`src/sv/poskeep_pkg.sv`:
```
// ----------------------------------------------------------------------------
// poskeep_pkg
// Shared types, codes and helpers for the position keeper with limit check.
// ----------------------------------------------------------------------------
package poskeep_pkg;

  localparam int QtyW   = 47;   // unsigned quantity / limit, 8 fraction bits
  localparam int PosW   = 48;   // signed position and leg totals
  localparam int IdW    = 32;
  localparam int SumW   = 50;   // headroom for three-operand compares
  localparam int CfgIdxW = 1;

  localparam int InDataW  = 184; // 179 payload bits padded to whole bytes
  localparam int OutDataW = 8;

  typedef enum logic [1:0] {
    CMD_CLEAR = 2'd0,
    CMD_LOAD  = 2'd1,
    CMD_TRADE = 2'd2,
    CMD_QUERY = 2'd3
  } cmd_t;

  typedef enum logic [1:0] {
    SIDE_BUY  = 2'd0,
    SIDE_SELL = 2'd1,
    SIDE_UNK  = 2'd2,
    SIDE_UNK3 = 2'd3
  } side_t;

  typedef enum logic [1:0] {
    EFF_OPEN  = 2'd0,
    EFF_CLOSE = 2'd1,
    EFF_OVER  = 2'd2
  } effect_t;

  typedef enum logic [1:0] {
    ST_APPLIED = 2'd0,
    ST_IGNORED = 2'd1,
    ST_DUP     = 2'd2
  } status_t;

  localparam logic [CfgIdxW-1:0] REG_LONG_LIMIT  = 1'd0;
  localparam logic [CfgIdxW-1:0] REG_SHORT_LIMIT = 1'd1;

  typedef struct packed {
    logic signed [PosW-1:0] start;
    logic signed [PosW-1:0] opened;
    logic signed [PosW-1:0] closed;
    logic [IdW-1:0]         last_id;
    logic [IdW-1:0]         max_id;
  } leg_t;

  typedef struct packed {
    cmd_t                   command;
    side_t                  side;
    logic                   is_close;
    logic                   in_download;
    logic [QtyW-1:0]        quantity;
    logic signed [PosW-1:0] position;
    logic signed [PosW-1:0] prior_position;
    logic [IdW-1:0]         txn_id;
  } item_t;

  typedef struct packed {
    status_t status;
    effect_t effect;
  } result_t;

  // Clamp a 49-bit signed sum into the 48-bit signed range.
  function automatic logic signed [PosW-1:0] sat48(input logic signed [PosW:0] v);
    logic signed [PosW-1:0] r;
    if (v[PosW] != v[PosW-1]) begin
      r = v[PosW] ? {1'b1, {(PosW-1){1'b0}}} : {1'b0, {(PosW-1){1'b1}}};
    end else begin
      r = v[PosW-1:0];
    end
    return r;
  endfunction

endpackage

```
`src/sv/position_keeper_with_limit_check_top.sv`:
```
// ----------------------------------------------------------------------------
// position_keeper_with_limit_check_top
// Long/short position keeper: clear, position load, trade and limit query.
// ----------------------------------------------------------------------------
// Takes one item per clock while the output side is not stalled and returns
// exactly one result item per input item. Items pass an input register, one
// combinational update of the two legs, and a result register; leg state is
// written in the same cycle the item is evaluated, so the following item
// already sees it. Limits are written through cfg_we/cfg_index/cfg_data; the
// user must write them only while no item is in flight, the block does not enforce it.
module position_keeper_with_limit_check_top
  import poskeep_pkg::*;
(
  input  logic                clk,
  input  logic                rst,
  input  logic                s_tvalid,
  output logic                s_tready,
  // side[1:0], is_close[2], in_download[3], quantity[50:4],
  // position[98:51], prior_position[146:99], txn_id[178:147], zero pad
  input  logic [InDataW-1:0]  s_tdata,
  // command[1:0]
  input  logic [1:0]          s_tuser,
  output logic                m_tvalid,
  input  logic                m_tready,
  // effect[1:0], status[3:2], zero pad
  output logic [OutDataW-1:0] m_tdata,
  input  logic                cfg_we,
  input  logic [CfgIdxW-1:0]  cfg_index,
  input  logic [QtyW-1:0]     cfg_data
);

  logic            in_valid;
  item_t           in_item;
  logic            out_valid;
  result_t         out_res;
  logic            advance;
  logic            fire;

  logic [QtyW-1:0] lim_long;
  logic [QtyW-1:0] lim_short;
  leg_t            long_leg, long_leg_next;
  leg_t            short_leg, short_leg_next;
  result_t         res_next;

  assign advance  = !out_valid || m_tready;
  assign fire     = in_valid && advance;
  assign s_tready = !in_valid || advance;
  assign m_tvalid = out_valid;
  assign m_tdata  = {{(OutDataW-4){1'b0}}, out_res.status, out_res.effect};

  // Input register
  always_ff @(posedge clk) begin
    if (rst) begin
      in_valid <= 1'b0;
    end else if (s_tready) begin
      in_valid <= s_tvalid;
    end
    if (s_tready && s_tvalid) begin
      in_item.command        <= cmd_t'(s_tuser);
      in_item.side           <= side_t'(s_tdata[1:0]);
      in_item.is_close       <= s_tdata[2];
      in_item.in_download    <= s_tdata[3];
      in_item.quantity       <= s_tdata[50:4];
      in_item.position       <= s_tdata[98:51];
      in_item.prior_position <= s_tdata[146:99];
      in_item.txn_id         <= s_tdata[178:147];
    end
  end

  // Limit registers
  always_ff @(posedge clk) begin
    if (rst) begin
      lim_long  <= '0;
      lim_short <= '0;
    end else if (cfg_we) begin
      unique case (cfg_index)
        REG_LONG_LIMIT:  lim_long  <= cfg_data;
        REG_SHORT_LIMIT: lim_short <= cfg_data;
        default: ;
      endcase
    end
  end

  // Query datapath: pick own and opposite leg by order side
  logic                   side_known;
  logic                   side_buy;
  leg_t                   q_own, q_other;
  logic [QtyW-1:0]        q_limit;
  logic signed [SumW-1:0] close_sum;
  logic signed [SumW-1:0] limit_sum;
  effect_t                q_effect;

  assign side_known = (in_item.side == SIDE_BUY) || (in_item.side == SIDE_SELL);
  assign side_buy   = (in_item.side == SIDE_BUY);

  always_comb begin
    q_own   = side_buy ? long_leg  : short_leg;
    q_other = side_buy ? short_leg : long_leg;
    q_limit = side_buy ? lim_long : lim_short;
    close_sum = $signed({{(SumW-QtyW){1'b0}}, in_item.quantity})
              + {{(SumW-PosW){q_other.closed[PosW-1]}}, q_other.closed}
              - {{(SumW-PosW){q_other.start[PosW-1]}}, q_other.start};
    limit_sum = {{(SumW-PosW){q_own.opened[PosW-1]}}, q_own.opened}
              + $signed({{(SumW-QtyW){1'b0}}, in_item.quantity})
              - $signed({{(SumW-QtyW){1'b0}}, q_limit});
    if (close_sum[SumW-1] || (close_sum == '0)) begin
      q_effect = EFF_CLOSE;
    end else if (!limit_sum[SumW-1] && (limit_sum != '0)) begin
      q_effect = EFF_OVER;
    end else begin
      q_effect = EFF_OPEN;
    end
  end

  // Trade datapath: buy-open and sell-close hit the long leg
  logic                   tgt_long;
  leg_t                   tgt;
  leg_t                   trade_leg;
  logic [IdW-1:0]         ref_id;
  logic                   trade_new;
  logic signed [PosW-1:0] tot;
  logic signed [PosW:0]   tot_sum;
  logic signed [PosW-1:0] tot_sat;

  always_comb begin
    tgt_long  = side_buy ^ in_item.is_close;
    tgt       = tgt_long ? long_leg : short_leg;
    ref_id    = in_item.in_download ? tgt.last_id : tgt.max_id;
    trade_new = in_item.txn_id > ref_id;
    tot       = in_item.is_close ? tgt.closed : tgt.opened;
    tot_sum   = {tot[PosW-1], tot} + $signed({2'b00, in_item.quantity});
    tot_sat   = sat48(tot_sum);
    trade_leg = tgt;
    if (in_item.is_close) begin
      trade_leg.closed = tot_sat;
    end else begin
      trade_leg.opened = tot_sat;
    end
    if (in_item.txn_id > tgt.max_id) begin
      trade_leg.max_id = in_item.txn_id;
    end
  end

  // Position load datapath
  leg_t                 load_leg;
  logic                 load_ok;
  logic signed [PosW:0] load_diff;

  always_comb begin
    load_diff = {in_item.position[PosW-1], in_item.position}
              - {in_item.prior_position[PosW-1], in_item.prior_position};
    load_ok   = in_item.in_download && !in_item.position[PosW-1] && side_known;
    load_leg  = side_buy ? long_leg : short_leg;
    load_leg.start   = in_item.prior_position;
    load_leg.opened  = sat48(load_diff);
    load_leg.last_id = in_item.txn_id;
    load_leg.max_id  = in_item.txn_id;
  end

  // Command decode and state update
  always_comb begin
    long_leg_next   = long_leg;
    short_leg_next  = short_leg;
    res_next.effect = EFF_OPEN;
    res_next.status = ST_APPLIED;
    unique case (in_item.command)
      CMD_CLEAR: begin
        long_leg_next  = '0;
        short_leg_next = '0;
      end
      CMD_LOAD: begin
        if (!load_ok) begin
          res_next.status = ST_IGNORED;
        end else if (side_buy) begin
          long_leg_next = load_leg;
        end else begin
          short_leg_next = load_leg;
        end
      end
      CMD_TRADE: begin
        if (!side_known) begin
          res_next.status = ST_IGNORED;
        end else if (!trade_new) begin
          res_next.status = ST_DUP;
        end else if (tgt_long) begin
          long_leg_next = trade_leg;
        end else begin
          short_leg_next = trade_leg;
        end
      end
      CMD_QUERY: begin
        if (!side_known) begin
          res_next.effect = EFF_OVER;
          res_next.status = ST_IGNORED;
        end else begin
          res_next.effect = q_effect;
        end
      end
      default: ;
    endcase
  end

  // Leg state and result register
  always_ff @(posedge clk) begin
    if (rst) begin
      long_leg  <= '0;
      short_leg <= '0;
      out_valid <= 1'b0;
    end else begin
      if (fire) begin
        long_leg  <= long_leg_next;
        short_leg <= short_leg_next;
      end
      if (advance) begin
        out_valid <= in_valid;
      end
    end
    if (fire) begin
      out_res <= res_next;
    end
  end

`ifndef NO_ASSERTIONS
  a_clear_zeroes: assert property (@(posedge clk) disable iff (rst)
    fire && (in_item.command == CMD_CLEAR) |=> (long_leg == '0) && (short_leg == '0))
    else $error("legs not cleared after clear item");

  a_nonquery_effect: assert property (@(posedge clk) disable iff (rst)
    fire && (in_item.command != CMD_QUERY) |=> out_valid && (out_res.effect == EFF_OPEN))
    else $error("non-query item produced a nonzero effect");

  a_unknown_query: assert property (@(posedge clk) disable iff (rst)
    fire && (in_item.command == CMD_QUERY) && !side_known
    |=> (out_res.effect == EFF_OVER) && (out_res.status == ST_IGNORED))
    else $error("unknown-side query not refused");

  a_trade_maxid: assert property (@(posedge clk) disable iff (rst)
    fire && (in_item.command == CMD_TRADE)
    |=> (long_leg.max_id >= $past(long_leg.max_id))
        && (short_leg.max_id >= $past(short_leg.max_id)))
    else $error("trade lowered a highest trade id");

  a_idle_hold: assert property (@(posedge clk) disable iff (rst)
    !fire |=> $stable(long_leg) && $stable(short_leg))
    else $error("leg state changed without an item");
`endif

endmodule
```
`config.mk`:
```
export PLATFORM = sky130hd
export DESIGN_NAME = position_keeper_with_limit_check_top
export DESIGN_NICKNAME = d
export VERILOG_FILES = /design/src/sv/poskeep_pkg.sv /design/src/sv/position_keeper_with_limit_check_top.sv
export SDC_FILE = /design/constraint.sdc
export NUM_CORES = 2
export LEC_CHECK = 0
export BUFFER_PORTS_ARGS = -buffer_cell sky130_fd_sc_hd__buf_4
export CAP_MARGIN = 20
export CORE_AREA = 2 2 395 397
export CTS_BUF_LIST = sky130_fd_sc_hd__clkbuf_2
export DETAILED_ROUTE_END_ITERATION = 16
export DIE_AREA = 0 0 397 399
export PLACE_DENSITY = 0.42
export SETUP_SLACK_MARGIN = 0.4
export SYNTH_ARGS = -nofsm -noshare
export SYNTH_HDL_FRONTEND = slang
export SYNTH_SLANG_ARGS = --single-unit
```
`constraint.sdc`:
```
create_clock -name clk -period 12.46 [get_ports clk]
set_input_delay 1.246 -clock clk [delete_from_list [all_inputs] [get_ports clk]]
set_output_delay 1.246 -clock clk [all_outputs]
set_load 0.05 [all_outputs]
```
==> results.toml <==
[status]
status = "finished, final reports clean"

[placement]
io_buffers = 239
dpl_worst_slack_ns = 4.17
placed_area_mm2 = 0.0498
dp_hpwl_mm = 128
gp_congestion = 0.891

[worst_hold_path]
hold_path.class = "input port to flip-flop"
hold_depth = 2

[clock_tree]
cts_tree = "built"
cts_setup_buffers = 0
path_clk_slew_ns = 0.11
ctsRootBufferMaster = "clkbuf_2"
cts_made_buffers = 204
htreeDepth = 4
cts.path.max_buffers = 3
cts_resized = 0
cts.sinks = 697
cts_hold_buf = 233
clk_latency_ns = 1.69

[timing]
finalHoldViolations = 0
max_slew_margin = 0.217
finalWorstSetupSlack_ns = 4.16
post-route-min-period_ns = 8.30
holdWs_ns = 0.266
tns_ns = 0
finalClockSkew_ns = 0.161
worstMarginPinSlew_ns = 1.16
rsz0062_at_grt = "false"
finalMaxSlewViolations = 0
finalCritPeriodShare = 0.666
setup_violations = 0
clock.fmax_ghz = 0.121

[layout]
drive_gt1_frac = 0.108
syn2layout_area_growth_pct = 17.3
nets = 6809
fin_area_mm2 = 0.0540
fill_cells = 16300

[detailed_routing]
drt_iter0_markers = 3567
via_per_inst = 5.17
drcViolationCount = 0
wire_per_inst_um = 21.3
first_pass_iters = 7
ant_nets = 0
drt-total-wl_mm = 179
vias = 43500

[logic_synthesis]
seq_area_frac_synth = 0.343
synth_flop_cell = "dfxtp_1"
syn_area_mm2 = 0.0461
synth_compound_area_frac = 0.213
synth_xor_area_frac = 0.0260
yosys.area_share.simple = 0.211
synth.cells.most_frequent = "nand2_1, a21oi_1, dfxtp_1"
synth_cell_types = 85
synthAdderAreaFrac = 0.114
synth_top_family_by_area = "compound AO/OA/AOI/OAI gates"
syn_inst = 5822
yosys_warnings = 0
synth.most_common_cell = "nand2_1"
synth.area.top_cells = "dfxtp_1, edfxtp_1, nand2_1"
synth_mux_area_frac = 0.0490
synth.top_cell.area_share = 0.222
yosysTopAreaCell = "dfxtp_1"
synth-async-reset-ratio = 0
synth_seq_cells = 697
synth_edf_count = 185
syn_area_per_cell_um2 = 7.91

[worst_setup_path]
crit_arrival_ns = 9.74
critical_path_required_ns = 13.90
slowest_delay_ns = 0.82
start_kind = "flip-flop"
rr_worst_depth = 31
crit_path_end_kind = "flip-flop"
cpMostUsedCell = "buf_4"
cp_max_fo = 48
crit_type = "flip-flop to flip-flop"
cp_slowest_cell = "o21ai_0"

[global_route]
overflow = 0
antenna_found_initial = 3
grt_pass1_wl_mm = 266
first_global_vias = 41700
grt_max_degree = 131
grt_usage = 0.221

[floorplan]
die_h_um = 399
dieArea_mm2 = 0.158
rows = 144
pin_count = 249
die_w_um = 397
coreArea_mm2 = 0.154
start_util = 0.300

[power]
power.leakage_nw = 21.9
p_per_area_mw_per_mm2 = 112
peakVddDrop_mv = 0.0847

[flow_run]
cap_violations = 0
## power breakdown
group | switching (mW) | internal [mW] | total (mW)
sequential | 0.0679 | 2.40 | 2.47
clock | 1.11 | 0.712 | 1.82
combinational | 1.11 | 0.636 | 1.75
total | 2.29 | 3.75 | 6.03
## critical path, delay by kind of cell, from the launching register on
kind | cells | cell delay (ns)
AO/OA/AOI/OAI | 14 | 3.62
buffers and inverters | 6 | 1.81
adder cells (fa/ha/maj) | 2 | 0.60
XOR/XNOR | 1 | 0.13
flip-flops | 1 | 0.33
AND/OR/NAND/NOR | 8 | 1.62
## routing by layer
layer  routed length (um)  vias up  global-route usage
met3                 9950      207              0.0340
met1                91000    20700               0.334
li1                     -    21300                   -
met5                    0        -                   0
met2                74500     1267               0.322
met4                 3920        0              0.0589
## logic make-up after synthesis
| logic type | count (synthesis) |
|---|---|
| flops | 697 |
| mux | 225 |
| buf+inv | 528 |
| fa+ha+maj | 363 |
| compound gates | 1567 |
| other cells | 1 |
| simple gates | 2304 |
| xor+xnor | 137 |
## registers in the layout, indices dropped and copies added, names as in the netlist
signal / count
in_item: 181
lim_long: 47
m_tdata: 4
lim_short: 47
m_tvalid: 1
long_leg: 208
short_leg: 208
in_valid: 1
## final cells by class
cell class,instances,area [um2],share of cell area
sequential,697,15800,0.293
timing repair buffer,541,4700,0.0870
inverter,163,614,0.0114
multi-input combinational,4600,28500,0.527
tap,2044,2560,0.0473
antenna,11,27.5,0.000509
clock buffer,302,1510,0.0280
clock inverter,54,355,0.00658
## stage by stage
step	utilization	total power [mW]	instances
5_1_grt	0.351	6.43	8409
3_3_place_gp	0.324	4.19	7811
4_1_cts	0.351	6.13	8400
3_5_place_dp	0.324	4.19	7811
2_1_floorplan	-	3.61	5825
6_report	0.352	6.03	8412
## cells in the final DEF, fill, tap and decap left out, drive strengths merged, types with 27 or more instances in the layout
master,instances
ha,267
nand4,42
nor2b,31
and2,97
mux2i,222
clkinv,42
o21ai,367
nor3,73
a31oi,50
clkbuf,303
xor2,55
a21oi,545
nor2,426
a211oi,55
dfxtp,512
buf,307
o21a,49
dlygate4sd3,233
o22ai,27
nand3,102
o311ai,36
a22o,108
o21bai,32
edfxtp,185
nand2,1388
fa,96
xnor2,82
nand2b,34
inv,172
a21o,122
## worst paths after layout
check / startpoint / to / slack (ns)
hold reg to reg: lim_short[1] / lim_short[1] / 0.45
setup / recovery: in_item[178] / long_leg[64] / 4.16
hold / removal: s_tdata[97] / in_item[126] / 0.27
setup reg to reg: in_item[178] / long_leg[64] / 4.16
Note: power is estimated with default switching activity, not from simulation.
